### src/rtl/rgb2hsv_pkg.sv
`timescale 1ns / 1ps
// ----------------------------------------------------------------------------
// rgb2hsv_pkg: shared types and constants
// Channel widths, divider geometry and the beat that moves along the cell chain.
// ----------------------------------------------------------------------------
package rgb2hsv_pkg;

  localparam int unsigned ChanW   = 8;
  localparam int unsigned HueW    = 13;
  // quotient bits per division, one cell per bit
  localparam int unsigned QuotW   = 10;
  // widest numerator: 960 * 255
  localparam int unsigned NumW    = 18;
  localparam int unsigned HueSext = 1920;
  localparam int unsigned HueFull = 5760;

  typedef enum logic [1:0] {
    SEXT_RED   = 2'd0,
    SEXT_GREEN = 2'd1,
    SEXT_BLUE  = 2'd2
  } sext_e;

  typedef struct packed {
    logic [NumW-1:0]  hue_rem;
    logic [QuotW-1:0] hue_quot;
    logic [ChanW-1:0] hue_div;
    logic [NumW-1:0]  sat_rem;
    logic [QuotW-1:0] sat_quot;
    logic [ChanW-1:0] sat_div;
    logic             neg;
    sext_e            sext;
    logic             defined;
    logic [ChanW-1:0] value;
  } beat_t;

endpackage

### src/rtl/rgb2hsv_front.sv
`timescale 1ns / 1ps
// ----------------------------------------------------------------------------
// rgb2hsv_front: pixel front end
// Finds max, min and sextant, forms both division numerators.
// ----------------------------------------------------------------------------
module rgb2hsv_front (
  input  logic                        clk_i,
  input  logic                        rst_ni,
  input  logic                        valid_i,
  input  logic [rgb2hsv_pkg::ChanW-1:0] red_i,
  input  logic [rgb2hsv_pkg::ChanW-1:0] green_i,
  input  logic [rgb2hsv_pkg::ChanW-1:0] blue_i,
  output logic                        valid_o,
  output rgb2hsv_pkg::beat_t          beat_o
);
  import rgb2hsv_pkg::*;

  logic [ChanW-1:0] max_c, min_c, diff_c, mag_c;
  logic [ChanW:0]   num_c;
  sext_e            sext_c;
  beat_t            beat_d, beat_q;
  logic             valid_q;

  always_comb begin
    max_c = (red_i > green_i) ? red_i : green_i;
    max_c = (max_c > blue_i) ? max_c : blue_i;
    min_c = (red_i < green_i) ? red_i : green_i;
    min_c = (min_c < blue_i) ? min_c : blue_i;
    diff_c = max_c - min_c;

    // first channel equal to the max picks the sextant
    if (red_i >= max_c) begin
      sext_c = SEXT_RED;
      num_c  = {1'b0, green_i} - {1'b0, blue_i};
    end else if (green_i >= max_c) begin
      sext_c = SEXT_GREEN;
      num_c  = {1'b0, blue_i} - {1'b0, red_i};
    end else begin
      sext_c = SEXT_BLUE;
      num_c  = {1'b0, red_i} - {1'b0, green_i};
    end
    mag_c = num_c[ChanW] ? ChanW'(-num_c) : num_c[ChanW-1:0];

    beat_d          = '0;
    // 960 = 1024 - 64, 255 = 256 - 1
    beat_d.hue_rem  = {mag_c, 10'b0} - NumW'({mag_c, 6'b0});
    beat_d.hue_div  = diff_c;
    beat_d.sat_rem  = NumW'({diff_c, 8'b0}) - NumW'(diff_c);
    beat_d.sat_div  = max_c;
    beat_d.neg      = num_c[ChanW];
    beat_d.sext     = sext_c;
    beat_d.defined  = (diff_c != '0);
    beat_d.value    = max_c;
  end

  always_ff @(posedge clk_i or negedge rst_ni) begin
    if (!rst_ni) begin
      valid_q <= 1'b0;
    end else begin
      valid_q <= valid_i;
    end
  end

  always_ff @(posedge clk_i) begin
    beat_q <= beat_d;
  end

  assign valid_o = valid_q;
  assign beat_o  = beat_q;

endmodule

### src/rtl/rgb2hsv_div_cell.sv
`timescale 1ns / 1ps
// ----------------------------------------------------------------------------
// rgb2hsv_div_cell: one divider cell
// Resolves quotient bit Bit of both the hue and the saturation division.
// ----------------------------------------------------------------------------
module rgb2hsv_div_cell #(
  parameter int unsigned Bit = 0
) (
  input  logic               clk_i,
  input  logic               rst_ni,
  input  logic               valid_i,
  input  rgb2hsv_pkg::beat_t beat_i,
  output logic               valid_o,
  output rgb2hsv_pkg::beat_t beat_o
);
  import rgb2hsv_pkg::*;

  logic [NumW-1:0] hue_sh, sat_sh;
  beat_t           beat_d, beat_q;
  logic            valid_q;

  always_comb begin
    hue_sh = NumW'(beat_i.hue_div) << Bit;
    sat_sh = NumW'(beat_i.sat_div) << Bit;
    beat_d = beat_i;
    if (beat_i.hue_rem >= hue_sh) begin
      beat_d.hue_rem       = beat_i.hue_rem - hue_sh;
      beat_d.hue_quot[Bit] = 1'b1;
    end
    if (beat_i.sat_rem >= sat_sh) begin
      beat_d.sat_rem       = beat_i.sat_rem - sat_sh;
      beat_d.sat_quot[Bit] = 1'b1;
    end
  end

  always_ff @(posedge clk_i or negedge rst_ni) begin
    if (!rst_ni) begin
      valid_q <= 1'b0;
    end else begin
      valid_q <= valid_i;
    end
  end

  always_ff @(posedge clk_i) begin
    beat_q <= beat_d;
  end

  assign valid_o = valid_q;
  assign beat_o  = beat_q;

endmodule

### src/rtl/rgb2hsv_back.sv
`timescale 1ns / 1ps
// ----------------------------------------------------------------------------
// rgb2hsv_back: result assembly
// Applies floor rounding, sextant offset and wrap, masks undefined hue.
// ----------------------------------------------------------------------------
module rgb2hsv_back (
  input  logic                          clk_i,
  input  logic                          rst_ni,
  input  logic                          valid_i,
  input  rgb2hsv_pkg::beat_t            beat_i,
  output logic                          done_o,
  output logic [rgb2hsv_pkg::HueW-1:0]  hue_o,
  output logic                          hue_defined_o,
  output logic [rgb2hsv_pkg::ChanW-1:0] sat_o,
  output logic [rgb2hsv_pkg::ChanW-1:0] value_o
);
  import rgb2hsv_pkg::*;

  logic [HueW-1:0]  base_c;
  logic [QuotW:0]   mag_c;
  logic [HueW:0]    sum_c, hue_c;
  logic             done_q, def_q;
  logic [HueW-1:0]  hue_q;
  logic [ChanW-1:0] sat_q, value_q;

  always_comb begin
    case (beat_i.sext)
      SEXT_RED:   base_c = '0;
      SEXT_GREEN: base_c = HueW'(HueSext);
      SEXT_BLUE:  base_c = HueW'(2 * HueSext);
      default:    base_c = '0;
    endcase
    // negative quotient floors away from zero
    mag_c = {1'b0, beat_i.hue_quot}
          + (QuotW+1)'(beat_i.neg && (beat_i.hue_rem != '0));
    sum_c = beat_i.neg ? {1'b0, base_c} - (HueW+1)'(mag_c)
                       : {1'b0, base_c} + (HueW+1)'(mag_c);
    hue_c = sum_c[HueW] ? sum_c + (HueW+1)'(HueFull) : sum_c;
  end

  always_ff @(posedge clk_i or negedge rst_ni) begin
    if (!rst_ni) begin
      done_q <= 1'b0;
    end else begin
      done_q <= valid_i;
    end
  end

  always_ff @(posedge clk_i) begin
    def_q   <= beat_i.defined;
    hue_q   <= beat_i.defined ? hue_c[HueW-1:0] : '0;
    sat_q   <= beat_i.defined ? beat_i.sat_quot[ChanW-1:0] : '0;
    value_q <= beat_i.value;
  end

  assign done_o        = done_q;
  assign hue_o         = hue_q;
  assign hue_defined_o = def_q;
  assign sat_o         = sat_q;
  assign value_o       = value_q;

endmodule

### src/rtl/rgb_to_hsv_pixel.sv
`timescale 1ns / 1ps
// ----------------------------------------------------------------------------
// rgb_to_hsv_pixel: rgb to hsv pixel converter
// Pipelined conversion of 8-bit rgb pixels to hue, saturation and value.
// ----------------------------------------------------------------------------
// Takes one pixel every clock: busy_o stays low, so a beat is taken whenever
// start_i is high. Each result appears on the output ports for one cycle with
// done_o high, after its pixel has passed through one front stage, a chain
// of ten divider cells (one per quotient bit of the hue and saturation
// divisions) and one output stage. Results leave in input order and cannot
// be held off. Hue is in sixteenths of a degree (0..5759); for black or grey
// pixels hue_defined_o is low and hue and saturation read 0.
module rgb_to_hsv_pixel (
  input  logic                          clk_i,
  input  logic                          rst_ni,
  input  logic                          start_i,
  output logic                          busy_o,
  input  logic [rgb2hsv_pkg::ChanW-1:0] red_in_i,
  input  logic [rgb2hsv_pkg::ChanW-1:0] green_in_i,
  input  logic [rgb2hsv_pkg::ChanW-1:0] blue_in_i,
  output logic                          done_o,
  output logic [rgb2hsv_pkg::HueW-1:0]  hue_out_o,
  output logic                          hue_defined_o,
  output logic [rgb2hsv_pkg::ChanW-1:0] saturation_out_o,
  output logic [rgb2hsv_pkg::ChanW-1:0] value_out_o
);
  import rgb2hsv_pkg::*;

  localparam int unsigned Latency = QuotW + 2;

  logic  valid_chain [QuotW+1];
  beat_t beat_chain  [QuotW+1];

  assign busy_o = 1'b0;

  rgb2hsv_front u_front (
    .clk_i   (clk_i),
    .rst_ni  (rst_ni),
    .valid_i (start_i),
    .red_i   (red_in_i),
    .green_i (green_in_i),
    .blue_i  (blue_in_i),
    .valid_o (valid_chain[0]),
    .beat_o  (beat_chain[0])
  );

  // msb quotient bit first
  for (genvar i = 0; i < QuotW; i++) begin : g_cell
    rgb2hsv_div_cell #(
      .Bit(QuotW - 1 - i)
    ) u_cell (
      .clk_i   (clk_i),
      .rst_ni  (rst_ni),
      .valid_i (valid_chain[i]),
      .beat_i  (beat_chain[i]),
      .valid_o (valid_chain[i+1]),
      .beat_o  (beat_chain[i+1])
    );
  end

  rgb2hsv_back u_back (
    .clk_i         (clk_i),
    .rst_ni        (rst_ni),
    .valid_i       (valid_chain[QuotW]),
    .beat_i        (beat_chain[QuotW]),
    .done_o        (done_o),
    .hue_o         (hue_out_o),
    .hue_defined_o (hue_defined_o),
    .sat_o         (saturation_out_o),
    .value_o       (value_out_o)
  );

`ifndef SYNTH
  a_done_follows_start : assert property (@(posedge clk_i) disable iff (!rst_ni)
    done_o |-> $past(start_i, Latency))
    else $error("result beat without a matching input beat");

  a_hue_range : assert property (@(posedge clk_i) disable iff (!rst_ni)
    done_o |-> (hue_out_o < HueW'(HueFull)))
    else $error("hue out of range");

  a_undefined_zero : assert property (@(posedge clk_i) disable iff (!rst_ni)
    (done_o && !hue_defined_o) |-> (hue_out_o == '0 && saturation_out_o == '0))
    else $error("undefined hue with non-zero hue or saturation");

  a_black_undefined : assert property (@(posedge clk_i) disable iff (!rst_ni)
    (done_o && value_out_o == '0) |-> !hue_defined_o)
    else $error("black pixel with defined hue");
`endif

endmodule

### config.mk
export PLATFORM = sky130hd
export DESIGN_NAME = rgb_to_hsv_pixel
export DESIGN_NICKNAME = d
export VERILOG_FILES = /design/src/rtl/rgb2hsv_pkg.sv /design/src/rtl/rgb2hsv_front.sv /design/src/rtl/rgb2hsv_div_cell.sv /design/src/rtl/rgb2hsv_back.sv /design/src/rtl/rgb_to_hsv_pixel.sv
export SDC_FILE = /design/constraint.sdc
export NUM_CORES = 1
export LEC_CHECK = 0
export BUFFER_PORTS_ARGS = -buffer_cell sky130_fd_sc_hd__buf_2
export CAP_MARGIN = 20
export CORE_UTILIZATION = 45
export DETAILED_ROUTE_END_ITERATION = 10
export GPL_ROUTABILITY_DRIVEN = 0
export PLACE_DENSITY = 0.59
export SLEW_MARGIN = 40
export SYNTH_ARGS = -nofsm -noshare
export SYNTH_HDL_FRONTEND = slang
export SYNTH_SLANG_ARGS = --single-unit
### constraint.sdc
create_clock -name clk_i -period 8 [get_ports clk_i]
set_input_delay 1.2 -clock clk_i [delete_from_list [all_inputs] [get_ports clk_i]]
set_output_delay 1.2 -clock clk_i [all_outputs]
set_load 0.02 [all_outputs]
==> impl_metrics.yaml, run 1 <==
run_status:
  status: "finished clean"
clocking:
  numCtsBuffers: 68
  clk_path_buf_depth: 3
  cts_hold_buf: 0
  htreeDepth: 3
  cts.sink_count: 667
  clk_pin_slew_ns: 0.06
  cts-root-buf: "clkbuf_16"
  tritoncts: "done"
  clkLatencyLatePin_ns: 0.59
timing:
  fin_crit_ns: 7.63
  tightest_slew_ns: 0.741
  skew_ns: 0.0206
  setup_ws_ns: 0.372
  rsz0062_at_grt: "no"
  drv_slew: 0
  hold_violations: 0
  finalCritPeriodShare_pct: 95.4
  slew-limit-headroom_pct: 50.6
  max_freq_mhz: 131
  setup_viol: 0
global_routing:
  grt_pass1_vias: 19600
  overflow: 0
  grt_use_total_pct: 17.2
  grt_max_degree: 23
  grt_pass1_wl_um: 89700
  antenna_found_initial: 0
detailed_routing:
  drt.antenna.violating_nets: 0
  via_per_inst: 4.99
  wl_per_cell_um: 13.8
  drc: 0
  first_iter_violations: 643
  vias: 19300
  first_pass_iters: 5
  finalWirelength_um: 53500
critical_path:
  startpoint: "red_in_i[5]"
  rr_startpoint: "g_cell[9].u_cell.beat_o[11]"
  cp.arrival_ns: 8.09
  path_buf_inv: 6
  cp-endpoint: "u_front.beat_o[80]"
  rr_worst_depth: 16
  crit_family: "compound AO/OA/AOI/OAI gates"
  crit_path_end_kind: "flip-flop"
  worstSetupPathType: "in2reg"
  cp_max_fo: 9
  cp-start-kind: "primary input"
  cpMaxStageDelayCell: "or3_1"
  worst-r2r-setup-slack_ns: 3.44
  cp_num_cells: 35
  timing.rr.end: "u_back.hue_o[11]"
  required_ns: 8.46
  critPathMaxStageDelay_ns: 0.51
placement:
  dp_hpwl_um: 42200
  place_ws_ns: -0.497
  port_buffers: 57
  dp_cells: 3743
finish:
  nets: 3266
  fin_cells: 3863
  nFillCells: 5535
  drive_above_1_share_pct: 8.39
  ff_latch_area_sq_mm: 0.0134
  multiInputGateArea_sq_mm: 0.0134
  diodes: 0
  syn_to_final_growth_pct: 13.3
floorplan:
  core_sq_mm: 0.0616
  num_rows: 91
  die_h_um: 251
  ios: 59
  die_area_sq_mm: 0.0631
  start_util_pct: 45.4
  die_x_um: 251
synthesis:
  synth-seq-cells: 667
  yosys-top-cells-area: "dfxtp_1 (47%), ha_1 (11%), xnor2_1 (5.0%)"
  synth_area_per_cell_sq_um: 9.82
  synth_edf_count: 0
  synthTopCellsByCount: "dfxtp_1 (655), inv_1 (278), ha_1 (238), nor2_1 (199), a21oi_1 (169)"
  syn_inst: 2849
  synth_top_area_share_pct: 46.9
  synth_seq_area_share_pct: 48.0
  synth.most_common_cell: "dfxtp_1"
  yosysTopAreaCell: "dfxtp_1"
  synthFlopType: "dfxtp_1"
  ys_warn_count: 0
  yosysUniqueCellTypes: 93
  postSynth.asyncResetShare_pct: 1.80
  syn-cell-area_sq_mm: 0.0280
hold_path:
  min_path_type: "reg2reg"
flow_run:
  maxCapViolCount: 0
## worst reg2reg max path, cell delays in order, from the launching register on
cell and delay, ns:
dfxtp_1 0.78, o41a_1 0.35, ha_1 0.29, ha_1 0.31
and3_1 0.22, and3_1 0.24, nand3_1 0.11, xnor2_1 0.35
ha_1 0.36, a21o_1 0.18, a21oi_1 0.21, mux2i_1 0.12
xnor2_1 0.21, o31ai_1 0.29, xnor2_1 0.13, xnor2_1 0.15
and2_1 0.16
## layout by cell type (no fill, tap or decap), drive strengths merged, types with 7 or more instances in the layout
cell type,count
a211oi,9
o21ai,162
fa,23
or2,7
nor2b,54
buf,95
nand4,32
dfrtp,12
ha,238
nor3b,7
nor2,200
a21o,116
nor4,34
dfxtp,655
a211o,8
and3,8
nand2b,69
clkbuf,89
xor2,82
o21bai,15
xnor2,160
inv,283
a31oi,14
nand3,47
clkinvlp,7
clkinv,14
or3,13
nor3,64
o31ai,26
a21oi,171
mux2i,16
and2,43
nand2,153
## repair_timing
| item | 4_1_cts | 5_1_grt |
|---|---|---|
| setup buffers | 0 | 1 |
| setup endpoints to repair | 0 | 5 |
| resized for setup | 0 | 9 |
## worst min-delay path by stage
stage / from / end / slack, ns / depth (start not counted)
global placement: g_cell[8].u_cell.beat_o[59] / g_cell[9].u_cell.beat_o[59] / 0.31 / 0
detailed placement: g_cell[5].u_cell.beat_o[11] / g_cell[6].u_cell.beat_o[11] / 0.31 / 0
finish: g_cell[5].u_cell.beat_o[65] / g_cell[6].u_cell.beat_o[65] / 0.32 / 0
CTS: g_cell[7].u_cell.beat_o[9] / g_cell[8].u_cell.beat_o[9] / 0.32 / 0
floorplan: u_front.beat_o[10] / g_cell[0].u_cell.beat_o[10] / 0.31 / 0
global route: g_cell[7].u_cell.beat_o[60] / g_cell[8].u_cell.beat_o[60] / 0.33 / 0
## state kept, by name (all words and copies together) (netlist names)
name,cells
u_back.hue_defined_o,1
g_cell.u_cell.valid_o,10
u_back.sat_o,8
g_cell.u_cell.beat_o,577
u_front.beat_o,48
u_back.hue_o,13
u_front.valid_o,1
u_back.done_o,1
u_back.value_o,8
## kinds of logic (layout without fill, tap and decap cells)
logic type / count (synthesis) / after routing / share of synthesized area [%]
AND/OR/NAND/NOR: 761 / 761 / 13.8
flip-flops: 667 / 667 / 48.0
AO/OA/AOI/OAI: 576 / 577 / 13.1
buffers and inverters: 319 / 494 / 4.39
adder cells (fa/ha/maj): 262 / 262 / 12.3
XOR/XNOR: 242 / 242 / 7.63
multiplexers: 21 / 21 / 0.787
other: 1 / 2 / 0.0134
## per-stage QoR
stage	area, sq um	hold WS [ns]	utilization (%)	TNS (ns)
global route	31700	0.328	51.5	0
floorplan	28000	0.310	-	0
global placement	29400	0.311	47.8	-0.0442
CTS	31600	0.317	51.4	0
finish	31700	0.318	51.5	0
detailed placement	29400	0.312	47.8	-1.86
## final cells by class
class                   instances  share of cell area (%)
clock inverters                29                    1.05
repair buffers                 95                    1.80
inverters                     281                    3.33
multi-input cells            1865                    42.3
clock buffers                  89                    5.94
well taps                     837                    3.30
flip-flops and latches        667                    42.3
## metal layers
layer	up-vias	part of all wire (%)	GRT usage [%]
met4	0	4.2	8.95
li1	9915	-	-
met3	129	3.3	2.54
met2	339	52	32.8
met1	8897	41	18.1
met5	-	0	0
Power of run 1 is not shown: default switching activity piles up to over one toggle a cycle in this logic, so the estimate is an artifact.
==> run 2, diff against run 1 <==
- PLACE_DENSITY: 0.59 -> 0.64
==> impl_metrics.yaml, run 2 (synthesis gave the netlist of run 1 again) <==
detailed_routing:
  first_iter_violations: 826
  first_pass_iters: 7
  wl_per_cell_um: 13.6
  drt.antenna.violating_nets: 0
  finalWirelength_um: 52400
  vias: 19300
  via_per_inst: 4.99
  drc: 0
clocking:
  numCtsBuffers: 68
  clk_pin_slew_ns: 0.06
  cts.sink_count: 667
  cts-root-buf: "clkbuf_16"
  clk_path_buf_depth: 3
  tritoncts: "done"
  htreeDepth: 3
  cts_hold_buf: 0
  clkLatencyLatePin_ns: 0.58
global_routing:
  antenna_found_initial: 0
  grt_use_total_pct: 16.8
  grt_max_degree: 23
  grt_pass1_vias: 19700
  grt_pass1_wl_um: 88500
  overflow: 0
finish:
  final_common_cell: "dfxtp_1"
  final_cell_mix: "dfxtp_1 (655), inv_1 (278), ha_1 (238)"
  nFillCells: 5475
  largest_reg_flops: 577
  diodes: 0
  drive_above_1_share_pct: 8.52
  nets: 3266
  syn_to_final_growth_pct: 13.8
floorplan:
  ios: 59
  num_rows: 91
  die_h_um: 251
  die_x_um: 251
  start_util_pct: 45.4
  die_area_sq_mm: 0.0631
  core_sq_mm: 0.0616
flow_run:
  maxCapViolCount: 0
placement:
  port_buffers: 57
  dp_hpwl_um: 41300
  place_ws_ns: -0.482
critical_path:
  cp_common_cell: "ha_1"
  critPathMaxStageDelay_ns: 0.46
  worstSetupPathType: "in2reg"
  cpMaxStageDelayCell: "a2111o_1"
  cp_max_fo: 9
  crit_path_end_kind: "flip-flop"
  cp.arrival_ns: 8.10
  required_ns: 8.45
  cp-start-kind: "primary input"
timing:
  drv_slew: 0
  hold_violations: 0
  setup_viol: 0
  fin_crit_ns: 7.65
  slew-limit-headroom_pct: 52.1
  finalCritPeriodShare_pct: 95.6
  tightest_slew_ns: 0.719
  rsz0062_at_grt: "no"
  skew_ns: 0.0151
  max_freq_mhz: 131
  setup_ws_ns: 0.350
run_status:
  status: "finished clean"
hold_path:
  min_path_type: "reg2reg"
[run 2: changes by cell type in the layout (fill, tap and decap cells not counted), moves of 2 or more]
| cell | delta |
|---|---|
| bufinv_16 | +2 |
| clkbuf_16 | +4 |
| a31oi_1 | -2 |
| a31oi_2 | +2 |
| inv_6 | -3 |
[run 2: worst paths after layout]
check	end	startpoint	cells past startpoint	slack [ns]
max reg2reg	u_back.hue_o[11]	g_cell[9].u_cell.beat_o[67]	17	3.45
min in group asynchronous	g_cell[4].u_cell.valid_o	rst_ni	1	0.48
min reg2reg	g_cell[5].u_cell.beat_o[27]	g_cell[4].u_cell.beat_o[27]	0	0.31
max	u_front.beat_o[80]	red_in_i[2]	32	0.35
max in group asynchronous	g_cell[1].u_cell.valid_o	rst_ni	1	7.32
min	g_cell[5].u_cell.beat_o[27]	g_cell[4].u_cell.beat_o[27]	0	0.31
[run 2: per-stage QoR]
stage                     util, %  cell area, sq um  setup TNS (ns)  hold slack (ns)  cells
final                        51.7             31800               0            0.313   3865
after global routing         51.7             31800               0            0.322   3865
after CTS                    51.5             31700               0            0.313   3862
after detailed placement     47.8             29400           -1.80            0.312   3742
after global placement       47.7             29400          -0.120            0.313   3742
after floorplan                 -             28000               0            0.310   2850
[run 2: layout make-up]
cell class              instances  area [sq um]  area share, %
inverters                     281          1050           3.31
repair buffers                 95           571           1.79
flip-flops and latches        667         13400           42.1
clock inverters                27           354           1.11
well taps                     837          1050           3.29
multi-input cells            1865         13400           42.2
clock buffers                  93          1970           6.19
[run 2: repair_timing]
action / 4_1_cts / 5_1_grt
buffers inserted: 0 / 2
setup endpoints to repair: 0 / 5
gates resized for setup: 0 / 13
[run 2: worst max-delay path, delay by kind of cell]
family                   cells  cell delay [ns]
buffers and inverters        6             0.85
AND/OR/NAND/NOR              7             1.13
adder cells (fa/ha/maj)      4             1.30
AO/OA/AOI/OAI               14             3.43
XOR/XNOR                     1             0.19
[run 2: per-layer routing]
metal | GRT usage [%] | vias to the layer above | share of wire (%)
li1 | - | 9934 | -
met1 | 17.3 | 8798 | 39
met2 | 32.2 | 400 | 52
met3 | 2.66 | 171 | 4.0
met4 | 9.08 | 0 | 4.9
met5 | 0 | - | 0
Power of run 2 is left out for the same reason.
==> run 3, diff against run 2 <==
- PLACE_DENSITY: 0.64 -> unset
==> impl_metrics.yaml, run 3 (synthesis gave the netlist of run 1 again) <==
clocking:
  tritoncts: "done"
  clk_path_buf_depth: 3
  clkLatencyLatePin_ns: 0.61
  htreeDepth: 3
  numCtsBuffers: 69
  clk_pin_slew_ns: 0.06
  cts.sink_count: 667
  postCtsSetupRepairBufs: 0
  cts-root-buf: "clkbuf_16"
critical_path:
  crit_path_end_kind: "flip-flop"
  cpMaxStageDelayCell: "or3_1"
  cp_max_fo: 11
  cp-start-kind: "primary input"
  required_ns: 8.46
  cp.arrival_ns: 8.11
  cp_common_cell: "ha_1"
  worstSetupPathType: "in2reg"
  critPathMaxStageDelay_ns: 0.47
detailed_routing:
  via_per_inst: 4.96
  first_iter_violations: 863
  vias: 19200
  finalWirelength_um: 52800
  wl_per_cell_um: 13.7
  first_pass_iters: 5
  drc: 0
  drt.antenna.violating_nets: 0
floorplan:
  num_rows: 91
  ios: 59
  start_util_pct: 45.4
  die_h_um: 251
  die_area_sq_mm: 0.0631
  die_x_um: 251
  core_sq_mm: 0.0616
timing:
  max_freq_mhz: 131
  finalCritPeriodShare_pct: 95.6
  slew-limit-headroom_pct: 51.9
  fin_crit_ns: 7.65
  setup_viol: 0
  drv_slew: 0
  setup_ws_ns: 0.352
  tightest_slew_ns: 0.719
  hold_violations: 0
  hold_slack_ns: 0.303
  skew_ns: 0.0225
placement:
  port_buffers: 57
  place_ws_ns: -0.323
  dp_cells: 3743
  dp_hpwl_um: 41700
  dpl-instance-area_sq_mm: 0.0294
finish:
  final_common_cell: "dfxtp_1"
  diodes: 0
  drive_above_1_share_pct: 8.55
  final_cell_mix: "dfxtp_1 (655), inv_1 (278), ha_1 (238)"
  ff_latch_area_sq_mm: 0.0134
  fin_cells: 3867
  largest_reg_flops: 577
  syn_to_final_growth_pct: 14.1
  nets: 3265
  postLayoutCellArea_sq_mm: 0.0319
  multiInputGateArea_sq_mm: 0.0134
  nFillCells: 5527
global_routing:
  grt_pass1_vias: 19400
  grt_max_degree: 23
  grt_use_total_pct: 16.9
  overflow: 0
  grt_pass1_wl_um: 88300
  antenna_found_initial: 0
hold_path:
  min_path_type: "reg2reg"
run_status:
  status: "finished clean"
flow_run:
  maxCapViolCount: 0
## run 3: cell types whose count changed in the layout (fill, tap and decap cells not counted), moves of 3 or more
cell	previous run	this run
clkbuf_16	73	70
clkinv_8	0	3
clkbuf_8	7	11
clkbuf_1	13	9
## run 3: worst paths after layout
path                                                  start                     endpoint  slack [ns]  cells after the start
worst max-delay path                            red_in_i[7]           u_front.beat_o[81]        0.35                     32
worst min-delay path            g_cell[6].u_cell.beat_o[26]  g_cell[7].u_cell.beat_o[26]        0.30                      0
worst max register to register  g_cell[9].u_cell.beat_o[11]             u_back.hue_o[11]        3.51                     16
worst min register to register  g_cell[6].u_cell.beat_o[26]  g_cell[7].u_cell.beat_o[26]        0.30                      0
max in group asynchronous                            rst_ni                u_back.done_o        7.35                      1
min in group asynchronous                            rst_ni     g_cell[7].u_cell.valid_o        0.45                      1
## run 3: worst max-delay path, delay by kind of cell
family / cells / cell delay [ns]
muxes: 1 / 0.25
AOI/OAI and AO/OA: 12 / 2.71
adders and majority gates: 5 / 1.57
and+or+nand+nor: 8 / 1.49
xor gates and xnor gates: 1 / 0.17
buffers and inverters: 5 / 0.71
## run 3: timing repair
| action | CTS | global route |
|---|---|---|
| setup endpoints to repair | 0 | 4 |
| endpoints found under the hold margin | 0 | 0 |
| hold buffers | 0 | 0 |
| gates resized for setup | 0 | 8 |
## run 3: per-stage QoR
stage                     utilization, %  setup TNS (ns)
after floorplan                        -               0
after global placement              47.8        -0.00894
after detailed placement            47.8           -1.09
after CTS                           51.7               0
after global routing                51.8        -0.00564
final                               51.8               0
## run 3: final cells by class
cell class / instances / share of cell area [%]
Sequential cell: 667 / 42.1
Multi-Input combinational cell: 1864 / 41.9
Clock buffer: 90 / 6.07
Inverter: 281 / 3.31
Tap cell: 837 / 3.28
Timing Repair Buffer: 94 / 1.77
Clock inverter: 34 / 1.57
## run 3: layer usage
layer | vias to the layer above | track usage (%) | share of wire [%] | wire, um
met5 | - | 0 | 0 | 0
met2 | 334 | 32.2 | 52 | 27300
met1 | 8806 | 17.9 | 41 | 21600
li1 | 9917 | - | - | -
met3 | 112 | 2.69 | 3.6 | 1900
met4 | 0 | 8.47 | 3.9 | 2050
Power of run 3 is left out for the same reason.
